## src/assert_macros.svh

```systemverilog
// Assertion macros shared by the list RTL.
// Included by modules that carry concurrent checks; no other dependencies.
`ifndef ASSERT_MACROS_SVH
`define ASSERT_MACROS_SVH

// Clocked check, disabled while reset is asserted (active low).
`define TKL_ASSERT(lbl, clk_sig, rstn_sig, prop, msg) \
    lbl: assert property (@(posedge clk_sig) disable iff (!rstn_sig) prop) else $error(msg);

// Clocked check that also holds through reset.
`define TKL_ASSERT_ALWAYS(lbl, clk_sig, prop, msg) \
    lbl: assert property (@(posedge clk_sig) prop) else $error(msg);

`endif

```

## src/tkl_pkg.sv

```systemverilog
// Package for the top-k loudest list: shared constants and the cell flag type.
// No dependencies; used by tkl_cell and top_k_loudest_list.
package tkl_pkg;

    localparam int MAX_ENTRIES_DEF = 8;
    localparam int LEVEL_W         = 16;
    localparam int LIMIT_W         = 4;
    localparam int COUNT_OUT_W     = 4;

    localparam logic [LIMIT_W-1:0] LIMIT_RESET = 4'd1;

    // Item modes
    localparam logic MODE_OFFER = 1'b0;
    localparam logic MODE_CLEAR = 1'b1;

    // Compare result of one cell against the offered level
    typedef struct packed {
        logic gt;   // valid entry strictly above the offered level
        logic eq;   // valid entry equal to the offered level
    } cell_flags_t;

endpackage

```

## src/top_k_loudest_list.sv

```systemverilog
// Top level of the top-k loudest list: a chain of tkl_cell slots plus count control.
// Depends on tkl_pkg, tkl_cell and assert_macros.svh.
//
// Usage
//   The block holds up to max_attended distinct levels (Q8.8 dB), sorted
//   from highest to lowest, capped at MAX_ENTRIES.
//   Input channel (in_valid/in_ready): mode 0 offers level, mode 1 clears.
//   Output channel (out_valid/out_ready): one item per input item, carrying
//   attending (offer now held) and held_count (entries after the item).
//   Result: registered, and it appears in the cycle after the input item is accepted.
//   Throughput: one item per cycle while the receiver keeps out_ready high;
//   every cell compares the broadcast level and shifts toward its neighbor
//   in the same cycle.
//   Stall: the result sits in an output register; while it waits, in_ready
//   stays high only if out_ready is high, so a stalled receiver holds one
//   item and then stalls the sender.
//   Configuration: a cfg_we pulse writes max_attended and empties the list.
//   Reset: the list is empty, max_attended is 1, no result is pending.
//   Cell contents are not reset; entries beyond the count are never used.
module top_k_loudest_list
#(
    parameter int MAX_ENTRIES = tkl_pkg::MAX_ENTRIES_DEF
)
(
    input  logic                                    clk,
    input  logic                                    rst_n,
    input  logic                                    cfg_we,
    input  logic [tkl_pkg::LIMIT_W-1:0]             cfg_wdata,
    input  logic                                    in_valid,
    output logic                                    in_ready,
    input  logic                                    mode,
    input  logic signed [tkl_pkg::LEVEL_W-1:0]      level,
    output logic                                    out_valid,
    input  logic                                    out_ready,
    output logic                                    attending,
    output logic [tkl_pkg::COUNT_OUT_W-1:0]         held_count
);

`include "assert_macros.svh"

    localparam int CNT_W = $clog2(MAX_ENTRIES + 1);

    // Control registers
    logic [tkl_pkg::LIMIT_W-1:0]     max_reg;
    logic [tkl_pkg::LIMIT_W-1:0]     max_next;
    logic [CNT_W-1:0]                count_reg;
    logic [CNT_W-1:0]                count_next;
    logic                            out_valid_reg;
    logic                            out_valid_next;
    logic                            out_attending_reg;
    logic                            out_attending_next;
    logic [tkl_pkg::COUNT_OUT_W-1:0] out_count_reg;
    logic [tkl_pkg::COUNT_OUT_W-1:0] out_count_next;

    // Cell chain
    logic signed [tkl_pkg::LEVEL_W-1:0] cell_level [MAX_ENTRIES];
    logic signed [tkl_pkg::LEVEL_W-1:0] left_level [MAX_ENTRIES];
    logic                               left_gt    [MAX_ENTRIES];
    tkl_pkg::cell_flags_t               cell_flags [MAX_ENTRIES];
    logic [MAX_ENTRIES-1:0]             cell_valid;
    logic [MAX_ENTRIES-1:0]             gt_vec;
    logic [MAX_ENTRIES-1:0]             eq_vec;

    // Item decision
    logic             accept;
    logic             is_offer;
    logic [CNT_W-1:0] lim_c;
    logic             dup_hit;
    logic             has_lower;
    logic             room;
    logic             do_insert;
    logic             item_attend;
    logic [CNT_W-1:0] item_count;

    assign accept   = in_valid && in_ready;
    assign is_offer = (mode == tkl_pkg::MODE_OFFER);
    assign in_ready = !out_valid_reg || out_ready;

    // Effective limit saturates at the number of cells.
    always_comb
    begin
        if (int'(max_reg) > MAX_ENTRIES)
        begin
            lim_c = CNT_W'(MAX_ENTRIES);
        end
        else
        begin
            lim_c = CNT_W'(max_reg);
        end
    end

    genvar gi;
    generate
        for (gi = 0; gi < MAX_ENTRIES; gi++)
        begin : g_cell
            // The first count cells hold live entries.
            assign cell_valid[gi] = (int'(count_reg) > gi);
            assign gt_vec[gi]     = cell_flags[gi].gt;
            assign eq_vec[gi]     = cell_flags[gi].eq;

            if (gi == 0)
            begin : g_head
                // Head cell: nothing above it, so it takes the offer when it shifts.
                assign left_level[gi] = '0;
                assign left_gt[gi]    = 1'b1;
            end
            else
            begin : g_body
                assign left_level[gi] = cell_level[gi-1];
                assign left_gt[gi]    = cell_flags[gi-1].gt;
            end

            tkl_cell u_cell
            (
                .clk         (clk),
                .offer_level (level),
                .valid       (cell_valid[gi]),
                .insert_en   (accept && is_offer && do_insert),
                .left_level  (left_level[gi]),
                .left_gt     (left_gt[gi]),
                .level_q     (cell_level[gi]),
                .flags       (cell_flags[gi])
            );
        end
    endgenerate

    // A live entry not above the offer exists only if the offer beats the smallest
    // one (no duplicate case); then, if the list is full, the last entry drops off the end.
    always_comb
    begin
        dup_hit     = |eq_vec;
        has_lower   = |(cell_valid & ~gt_vec);
        room        = (count_reg < lim_c);
        do_insert   = !dup_hit && (lim_c != '0) && (room || has_lower);
        item_attend = is_offer && (dup_hit || do_insert);

        if (!is_offer)
        begin
            item_count = '0;
        end
        else if (do_insert && room)
        begin
            item_count = count_reg + CNT_W'(1);
        end
        else
        begin
            item_count = count_reg;
        end
    end

    // Next state of the control registers
    always_comb
    begin
        max_next           = max_reg;
        count_next         = count_reg;
        out_valid_next     = out_valid_reg;
        out_attending_next = out_attending_reg;
        out_count_next     = out_count_reg;

        if (out_valid_reg && out_ready)
        begin
            out_valid_next = 1'b0;
        end

        if (accept)
        begin
            count_next         = item_count;
            out_valid_next     = 1'b1;
            out_attending_next = item_attend;
            out_count_next     = tkl_pkg::COUNT_OUT_W'(item_count);
        end

        // A limit write empties the list.
        if (cfg_we)
        begin
            max_next   = cfg_wdata;
            count_next = '0;
        end
    end

    always_ff @(posedge clk or negedge rst_n)
    begin
        if (!rst_n)
        begin
            max_reg       <= tkl_pkg::LIMIT_RESET;
            count_reg     <= '0;
            out_valid_reg <= 1'b0;
        end
        else
        begin
            max_reg       <= max_next;
            count_reg     <= count_next;
            out_valid_reg <= out_valid_next;
        end
    end

    // Result payload, no reset needed
    always_ff @(posedge clk)
    begin
        out_attending_reg <= out_attending_next;
        out_count_reg     <= out_count_next;
    end

    assign out_valid  = out_valid_reg;
    assign attending  = out_attending_reg;
    assign held_count = out_count_reg;

    // Checks
    `TKL_ASSERT(a_count_within_limit, clk, rst_n, count_reg <= lim_c, "list count above limit")
    `TKL_ASSERT(a_attend_nonempty, clk, rst_n, (out_valid_reg && out_attending_reg) |-> (out_count_reg != '0), "attending with empty list")
    `TKL_ASSERT(a_cfg_clears, clk, rst_n, cfg_we |=> (count_reg == '0), "limit write did not clear list")

    generate
        for (gi = 1; gi < MAX_ENTRIES; gi++)
        begin : g_order_chk
            `TKL_ASSERT(a_sorted, clk, rst_n, cell_valid[gi] |-> (cell_level[gi-1] > cell_level[gi]), "list not strictly descending")
        end
    endgenerate

endmodule

```

## src/tkl_cell.sv

```systemverilog
// One slot of the sorted list: holds a level, compares it with the offered level,
// and on insert keeps, takes the new level, or takes its left neighbor. Uses tkl_pkg.
module tkl_cell
(
    input  logic                                clk,
    input  logic signed [tkl_pkg::LEVEL_W-1:0]  offer_level,
    input  logic                                valid,
    input  logic                                insert_en,
    input  logic signed [tkl_pkg::LEVEL_W-1:0]  left_level,
    input  logic                                left_gt,
    output logic signed [tkl_pkg::LEVEL_W-1:0]  level_q,
    output tkl_pkg::cell_flags_t                flags
);

    logic signed [tkl_pkg::LEVEL_W-1:0] level_reg;
    logic signed [tkl_pkg::LEVEL_W-1:0] level_next;

    always_comb
    begin
        flags.gt = valid && (level_reg > offer_level);
        flags.eq = valid && (level_reg == offer_level);
    end

    // Entries above the offer stay; the first slot not above takes the offer;
    // the rest shift one place down.
    always_comb
    begin
        level_next = level_reg;
        if (insert_en && !flags.gt)
        begin
            if (left_gt)
            begin
                level_next = offer_level;
            end
            else
            begin
                level_next = left_level;
            end
        end
    end

    always_ff @(posedge clk)
    begin
        level_reg <= level_next;
    end

    assign level_q = level_reg;

endmodule
```

## config.mk

```make
export PLATFORM = sky130hd
export DESIGN_NAME = top_k_loudest_list
export DESIGN_NICKNAME = d
export VERILOG_FILES = /design/src/tkl_pkg.sv /design/src/top_k_loudest_list.sv /design/src/tkl_cell.sv
export VERILOG_INCLUDE_DIRS = /design/src /design/src/src
export SDC_FILE = /design/constraint.sdc
export NUM_CORES = 1
export LEC_CHECK = 0
export BUFFER_PORTS_ARGS = -buffer_cell sky130_fd_sc_hd__buf_2
export CORE_MARGIN = 1
export CORE_UTILIZATION = 55
export CTS_CLUSTER_SIZE = 8
export DETAILED_ROUTE_END_ITERATION = 7
export GPL_TIMING_DRIVEN = 0
export HOLD_SLACK_MARGIN = 0.05
export PLACE_DENSITY = 0.75
export SYNTH_ARGS = -nofsm -noshare
export SYNTH_HDL_FRONTEND = slang
export SYNTH_SLANG_ARGS = --single-unit
```

## constraint.sdc

```tcl
create_clock -name clk -period 3.9 [get_ports clk]
set_input_delay 0.39 -clock clk [delete_from_list [all_inputs] [get_ports clk]]
set_output_delay 0.39 -clock clk [all_outputs]
set_load 0.05 [all_outputs]
```

# == Word level (Yosys, flattened, before mapping) ==
# Cells that the tools add are included.
# word_totals
ff_bits,142
input_bits,26
output_inout_bits,7
wordCells,107
# op_classes
addsub,1
magnitude_cmp,18
eq_ne,8
muxes,14
n_bitwise,3
reduce_logical,50
# op_table
op,count
$eq A16 B16 Y1,8
$gt A16 B16 Y1,8
$mux W16,7
$logic_and A1 B1 Y1,32
$mux W4,5
$gt A4 B3 Y1 const B,4
$reduce_or A8 Y1,2
$logic_not A1 Y1,10
$and A8 B8 Y8,1
$gt A4 B1 Y1 const B,2
$gt A4 B2 Y1 const B,2
$not A8 Y8,1
$add A4 B1 Y4 const B,1
$gt A4 B4 Y1 const B,1
$lt A4 B4 Y1,1
$reduce_bool A2 Y1,2
$reduce_bool A4 Y1,1
$logic_or A1 B1 Y1,3
$mux W1,2
$not A1 Y1,1

# == Logic depth before layout (Yosys ltp) ==
# Gate-level depths: netlist of run 1.
# depth
ltp_word,12
mapped_depth,12
ltp_nobuf,10

# == Hierarchy ==
# From an unflattened synthesis of run 1, not the netlist that was laid out.
# hier_totals
cells_unflattened,917
area_unflattened_um2,10485.1
# by_module_without_submodules
module,n_inst,cells_each,area_each_um2,seq_area_each_um2
tkl_cell,8,100,1174.9,480.5
top_k_loudest_list,1,117,1086.0,376.6

# == Worst setup path before layout of run 1 ==
# Ideal clock, no wire load.
# synth_timing
path_type,input -> register
from,input level[1] (netlist bit)
to,"register g_cell[5].u_cell.level_reg, in the netlist g_cell[5].u_cell.level_q[0], enable pin"
setup_time_ns,0.409
arrival_time_ns,3.735
required_ns,3.491
slack_ns,-0.244
path_stages,12
n_path_buf,2
cell_sequence,inv_1 -> ha_1 -> nor2b_4 -> o211ai_2 -> a21oi_2 -> a2111oi_4 -> nor2b_1 -> or4b_1 -> and4_1 -> buf_6 -> buf_12 -> nor3_1
# synth_between
elab_chain_len,9
# synth_rtl
item,line,text
from (decl),top_k_loudest_list.sv:32,"input logic signed [tkl_pkg::LEVEL_W-1:0] level,"
$gt A16 B16 Y1,tkl_cell.sv:20,flags.gt = valid && (level_reg > offer_level);
$logic_and A1 B1 Y1,tkl_cell.sv:20,
$not A8 Y8,top_k_loudest_list.sv:132,has_lower = |(cell_valid & ~gt_vec);
$and A8 B8 Y8,top_k_loudest_list.sv:132,
$reduce_or A8 Y1,top_k_loudest_list.sv:132,
$logic_or A1 B1 Y1,top_k_loudest_list.sv:134,do_insert = !dup_hit && (lim_c != '0) && (room || has_lower);
$logic_and A1 B1 Y1,top_k_loudest_list.sv:134,
$logic_and A1 B1 Y1,top_k_loudest_list.sv:118,".insert_en (accept && is_offer && do_insert),"
$logic_and A1 B1 Y1 (*),tkl_cell.sv:29,if (insert_en && !flags.gt)
to (signal assigned),tkl_cell.sv:44,level_reg <= level_next;
to (decl),tkl_cell.sv:15,logic signed [tkl_pkg::LEVEL_W-1:0] level_reg;
# Mark *: on every way between the ends. The rest lies on a longest branch, timed or not.
# A chain may end at the register's enable or synchronous reset.

# == Worst setup path in the final report of run 1 ==
# layout_timing
from,input level[15] (netlist bit)
to,"register g_cell[1].u_cell.level_reg, in the netlist g_cell[1].u_cell.level_q[6], enable pin"
# layout_between
elab_chain_len,9
# layout_rtl
item,line
$gt A16 B16 Y1,tkl_cell.sv:20
$logic_and A1 B1 Y1,tkl_cell.sv:20
$not A8 Y8,top_k_loudest_list.sv:132
$and A8 B8 Y8,top_k_loudest_list.sv:132
$reduce_or A8 Y1,top_k_loudest_list.sv:132
$logic_or A1 B1 Y1,top_k_loudest_list.sv:134
$logic_and A1 B1 Y1,top_k_loudest_list.sv:134
$logic_and A1 B1 Y1,top_k_loudest_list.sv:118
$logic_and A1 B1 Y1 (*),tkl_cell.sv:29
to (signal assigned),tkl_cell.sv:44
to (decl),tkl_cell.sv:15
# Marks and branches as above.

==> impl_results.md, run 1 <==
* First-pass GRT wire length at ~34,000 um
* Slew @ Worst Pin at between 900 and 1000 ps
* CTS clk-pin slew, worst paths at ~60 ps
* Clock sinks at ~140
* CP endpoint kind: flop
* Pint at approximately 3.3 mW
* Clk_skew at 9.66 ps
* CTS tree: done
* RSZ-0062 raised after global routing: false
* Layout cells sized above 1 at 0.169
* Max incr delay on CP at 840 ps
* Starting Density at 0.570
* Final WS setup at 158 ps
* Mapped Cells at ~820
* Status: completed
* Sequential Power Share at 0.413
* Deepest clock path buffer count at 2
* Worst-path cell chain: buf_2 -> inv_1 -> ha_1 -> nand4_1 -> nor4_1 -> or4_1 -> clkbuf_1 -> buf_2 -> nor3b_4 -> buf_6
* Final GP Congestion at 0.895
* Chip Height at between 100 and 150 um
* CP max FO at 12
* Combinational Power Share at 0.133
* Most common cell after layout, fill and taps aside: ha_1
* Root Buffer: clkbuf_16
* Crit path DAT at about 3900 ps
* # DRC at 0
* DR vias/cell at 6.12
* EDFF count, synth at between 100 and 150
* Total power at around 4.4 mW
* Vias in the first global route at 6,804
* Final critical-path share of the clock period at 0.959
* Gr ovfl total at 0
* Post-synth top area cell: edfxtp_1
* Synthesized cell area at just over 9000 um^2
* Worst min path class: in -> reg
* Syn. warnings at 0
* Post-synth top area share at 0.436
* Clock power frac at 0.454
* Most used DFF post-synth: edfxtp_1
* MaxCap Viol Count at 0
* Type of the worst setup path: in -> reg
* ANT cells at 0
* I/O Buffers at 30
* Final standard cell area without fillers at roughly 10,000 um^2
* Dpl cell area at 9680 um^2
* Max reg flops at roughly 130
* Dpl ws at -542 ps
* IO Pins at 33
* Largest net degree at the start of global routing at 17
* Top post-synthesis cells by area: edfxtp_1 44%, ha_1 18%, mux2_2 5.7%
* H-tree level count at 4
* Syn_nets at 980
* Switching part of the total at 0.240
* Worst Setup Start Kind: input port
* Slew Viols, Final at 0
* WHS at 163 ps
* Die outline width at between 100 and 150 um
* Initial antenna violation count at 0
* Vias at around 6,800
* TritonRoute pass-1 iters at 5
* Final wirelength at approximately 21,000 um
* Average cell area after synthesis at between 10 and 15 um^2
* Worst vdd ir at ~0.34 mV
* CTS buffer count at 17
* WL per Instance at between 15 and 20 um
* Fmax at ~0.27 GHz
* Sw Pwr at around 1.0 mW
* Row count at 46
* Routed Antenna Nets at 0
* Final setup viols at 0
* Leak Pwr at approximately 4.3 nW
* Most Frequent Cell on Critical Path: buf_2
* Synth cell types at 62
* Register bit total from synthesis at 142
* Nets at between 1,000 and 1,500
* Commonest cells after routing, fill and taps aside: 135 x ha_1, 133 x edfxtp_1, 104 x nand2_1
* CP Data Required Time at slightly above 4000 ps
* Area Overhead vs Synth at 14.4%
* Power Dens Cells at 416 nW/um^2
* Gr usage total at 0.270
* Worst skew pair latency at 430 ps
* Period minus WS final at roughly 3700 ps
* Worst path slowest cell: nor4_1
* Core ar. at about 16,000 um^2
* R2R cell count at 8
* Cells on Worst Hold Path at 2
* Post-synth ARST share at 0.0634
* DIE AREA at roughly 17,000 um^2
* Final Hold Vio Count at 0
* HPWL after detailed placement at about 16,000 um
* Setup total negative slack at 0 ps
* Relative slew slack at 0.374
* Fill cells at about 1,200
* Sequential-to-total area share from yosys stat at 0.461
* 1st-iter DRT viols at between 400 and 500
-- area by class of cell --
| class | count | area [um^2] | area share |
|---|---|---|---|
| plain buffers | 24 | 121 | 0.0116 |
| clock buffers | 17 | 425 | 0.0406 |
| clock inverters | 15 | 290 | 0.0277 |
| inverters | 37 | 139 | 0.0133 |
| multi-input cells | 616 | 4750 | 0.453 |
| flip-flops and latches | 142 | 4220 | 0.403 |
| well taps | 216 | 270 | 0.0258 |
| repair buffers | 40 | 263 | 0.0251 |
-- power groups by stage --
| stage | registers (mW) | clock network (mW) | logic [mW] |
|---|---|---|---|
| after floorplan | 1.83 | 0 | 0.367 |
| after global placement | 1.83 | 0 | 0.518 |
| after detailed placement | 1.83 | 0 | 0.551 |
| after CTS | 1.80 | 1.98 | 0.564 |
| after global routing | 1.81 | 2.04 | 0.650 |
| final | 1.80 | 1.98 | 0.579 |
-- cell usage after synthesis, types with 10 or more instances --
cell and count:
nor3_1 17, inv_1 37, mux2_2 46, nand4_1 26
edfxtp_1 133, clkbuf_1 17, nor4_1 10, ha_1 135
a21oi_1 53, nor2b_1 13, a21o_1 12, o21ai_0 76
nor2_1 25, nand2_1 105
-- final timing paths --
| path | startpoint | endpoint | slack [ps] |
|---|---|---|---|
| worst max-delay path | level[15] | g_cell[1].u_cell.level_q[6] | 160 |
| worst min-delay path | in_valid | out_valid | 160 |
| worst max register to register | g_cell[1].u_cell.level_q[15] | g_cell[1].u_cell.level_q[6] | 200 |
| worst min register to register | out_valid | out_valid | 520 |
| max in group asynchronous | rst_n | max_reg[0] | 3310 |
| min in group asynchronous | rst_n | count_reg[2] | 340 |
-- per-stage QoR --
step	instances	utilization
finish	1107	0.652
global route	1107	0.652
CTS	1104	0.648
detailed placement	1071	0.603
global placement	1065	0.597
floorplan	819	-
-- critical path, delay by kind of cell --
kind	cells	cell delay, ps
and+or+nand+nor	4	1700
buffers and inverters	5	1340
adders and majority gates	1	440
-- logic make-up after synthesis --
| kind of cell | synth area share |
|---|---|
| AND/OR/NAND/NOR | 0.125 |
| AO/OA/AOI/OAI | 0.125 |
| flip-flops | 0.461 |
| adder cells (fa/ha/maj) | 0.185 |
| buffers and inverters | 0.0282 |
| multiplexers | 0.0735 |
| XOR/XNOR | 0.00287 |
-- repair_timing --
action,CTS,global route
gates resized for setup,0,7
hold endpoints to repair,9,0
hold buffers,1,0
pin swaps,0,2
setup endpoints to repair,32,106
buffers inserted,0,3
-- metal layers --
layer	up-vias	part of all wire	GRT usage	wire length, um
met2	195	0.50	0.472	10700
met1	3284	0.42	0.322	8980
met4	0	0.025	0.115	531
met3	45	0.056	0.0550	1210
li1	3250	-	-	-
met5	-	0	0	0
No activity file was read; power rests on OpenSTA's default activity.
==> inputs of run 2 (changes only) <==
--- a/config.mk
+++ b/config.mk
@@ -8,12 +8,12 @@
 export LEC_CHECK = 0
 export BUFFER_PORTS_ARGS = -buffer_cell sky130_fd_sc_hd__buf_2
 export CORE_MARGIN = 1
-export CORE_UTILIZATION = 55
+export CORE_UTILIZATION = 57
 export CTS_CLUSTER_SIZE = 8
 export DETAILED_ROUTE_END_ITERATION = 7
 export GPL_TIMING_DRIVEN = 0
 export HOLD_SLACK_MARGIN = 0.05
-export PLACE_DENSITY = 0.75
+export PLACE_DENSITY = 0.77
 export SYNTH_ARGS = -nofsm -noshare
 export SYNTH_HDL_FRONTEND = slang
 export SYNTH_SLANG_ARGS = --single-unit
==> impl_results.md, run 2 (synthesis gave the netlist of run 1 again) <==
* Status: completed
* CP endpoint kind: flop
* Dpl cell area at between 9000 and 10,000 um^2
* Sw Pwr at ~960 uW
* Type of the worst setup path: reg -> reg
* CTS buffer count at 17
* Worst min path class: in -> reg
* 1st-iter DRT viols at 367
* Core ar. at 15,400 um^2
* DR vias/cell at between 6 and 7
* Max reg flops at approximately 130
* Fmax at approximately 0.27 GHz
* MaxCap Viol Count at 0
* Gr usage total at 0.267
* Crit path DAT at ~3900 ps
* Vias at between 6,000 and 7,000
* Final wirelength at 20,600 um
* Row count at 45
* Max incr delay on CP at between 500 and 600 ps
* Final standard cell area without fillers at between 10,000 and 15,000 um^2
* Dpl ws at -566 ps
* Critical path's top delay family: simple AND/OR/NAND/NOR gates
* Fill cells at between 1,000 and 1,500
* Chip Height at ~130 um
* Leak Pwr at ~4.2 nW
* # DRC at 0
* Area Overhead vs Synth at 12.0%
* Worst path slowest cell: nor3b_2
* Clk_skew at roughly 11 ps
* Slew Viols, Final at 0
* Worst Setup Start Kind: flop
* Worst skew pair latency at around 430 ps
* Root Buffer: clkbuf_16
* Initial antenna violation count at 0
* CTS tree: done
* I/O Buffers at 30
* DIE AREA at 16,600 um^2
* CTS clk-pin slew, worst paths at 50 ps
* IO Pins at 33
* Commonest cells after routing, fill and taps aside: 135 x ha_1, 133 x edfxtp_1, 104 x nand2_1
* First-pass GRT wire length at around 33,000 um
* Worst Path Buf+Inv at 2
* CP Data Required Time at slightly above 4000 ps
* Starting Density at 0.593
* Final Hold Vio Count at 0
* Final GP Congestion at between 0.9 and 1
* Final critical-path share of the clock period at 0.953
* Power Dens Cells at 363 nW/um^2
* CP max FO at 12
* Gr ovfl total at 0
* Pint at roughly 2.8 mW
* Final setup viols at 0
* Vias in the first global route at between 6,000 and 7,000
* Die outline width at 129 um
* Largest net degree at the start of global routing at 17
* Clock sinks at about 140
* Switching part of the total at 0.257
* Combinational Power Share at 0.153
* RSZ-0062 raised after global routing: false
* Period minus WS final at 3720 ps
* Relative slew slack at 0.376
* Most Frequent Cell on Critical Path: nor2_1
* Layout cells sized above 1 at 0.159
* Routed Antenna Nets at 0
* WL per Instance at 18.7 um
* Deepest clock path buffer count at 2
* Worst vdd ir at around 0.29 mV
* Area of the multi-input gates at around 4800 um^2
* Worst-path cell chain: clkbuf_1 -> nor2_1 -> o21ai_0 -> a32oi_1 -> o2111ai_1 -> nor2_1 -> nand2_2 -> nor3b_2 -> buf_6
* TritonRoute pass-1 iters at 5
* Sequential Power Share at 0.483
* Nets at around 1,000
* Final WS setup at 183 ps
* Clock power frac at 0.364
* Slew @ Worst Pin at between 900 and 1000 ps
* HPWL after detailed placement at 16,200 um
* H-tree level count at 4
* Seq. cell area at between 4000 and 5000 um^2
* Most common cell after layout, fill and taps aside: ha_1
[run 2: path summary, 6_finish.rpt]
| check | start | cells past startpoint | end | slack, ps |
|---|---|---|---|---|
| worst min-delay path | cfg_wdata[3] | 3 | max_reg[3] | 180 |
| worst min register to register | g_cell[6].u_cell.level_q[2] | 2 | g_cell[7].u_cell.level_q[2] | 550 |
| max in group asynchronous | rst_n | 2 | max_reg[0] | 3300 |
| worst max-delay path | count_reg[3] | 9 | g_cell[2].u_cell.level_q[11] | 180 |
| worst max register to register | count_reg[3] | 9 | g_cell[2].u_cell.level_q[11] | 180 |
| min in group asynchronous | rst_n | 2 | max_reg[3] | 350 |
[run 2: final cells by class]
type                    instances  share of cell area
repair buffers                 41              0.0264
multi-input cells             616               0.465
plain buffers                  24              0.0118
diodes                          1            0.000244
clock inverters                 5             0.00208
flip-flops and latches        142               0.412
well taps                     211              0.0258
clock buffers                  23              0.0437
inverters                      37              0.0135
[run 2: metal layers]
layer	vias up	wire length, um	GRT usage
met1	3206	8560	0.330
met5	-	0	0
li1	3261	-	-
met3	41	1150	0.0462
met4	0	461	0.0997
met2	189	10400	0.468
[run 2: power groups by stage]
| stage | logic, mW | clock network (mW) | registers (mW) |
|---|---|---|---|
| 2_1_floorplan | 0.367 | 0 | 1.83 |
| 3_3_place_gp | 0.515 | 0 | 1.83 |
| 3_5_place_dp | 0.548 | 0 | 1.83 |
| 4_1_cts | 0.558 | 1.36 | 1.80 |
| 5_1_grt | 0.643 | 1.42 | 1.81 |
| 6_report | 0.572 | 1.35 | 1.80 |
[run 2: repair_timing]
item                                    in CTS  in global routing
hold buffers                                 1                  0
setup buffers                                0                  4
resized for setup                            2                  7
endpoints found under the hold margin        9                  0
pin swaps                                    0                  3
endpoints found under the setup margin      32                106
[run 2: stage by stage]
step,std cells,hold WS (ps),power [mW],TNS (ps),util
2_1_floorplan,819,94.4,2.20,-9480,-
3_3_place_gp,1060,247,2.34,-127040,0.621
5_1_grt,1099,201,3.87,0,0.664
6_report,1100,182,3.72,0,0.664
3_5_place_dp,1066,252,2.38,-24960,0.627
4_1_cts,1095,176,3.72,0,0.659
[run 2: worst register-to-register path, cell delays in order (launching register included)]
cell and delay, ps:
dfrtp_1 390, clkbuf_1 270, nor2_1 440, o21ai_0 320, a32oi_1 360, o2111ai_1 310
nor2_1 260, nand2_2 300, nor3b_2 520, buf_6 230
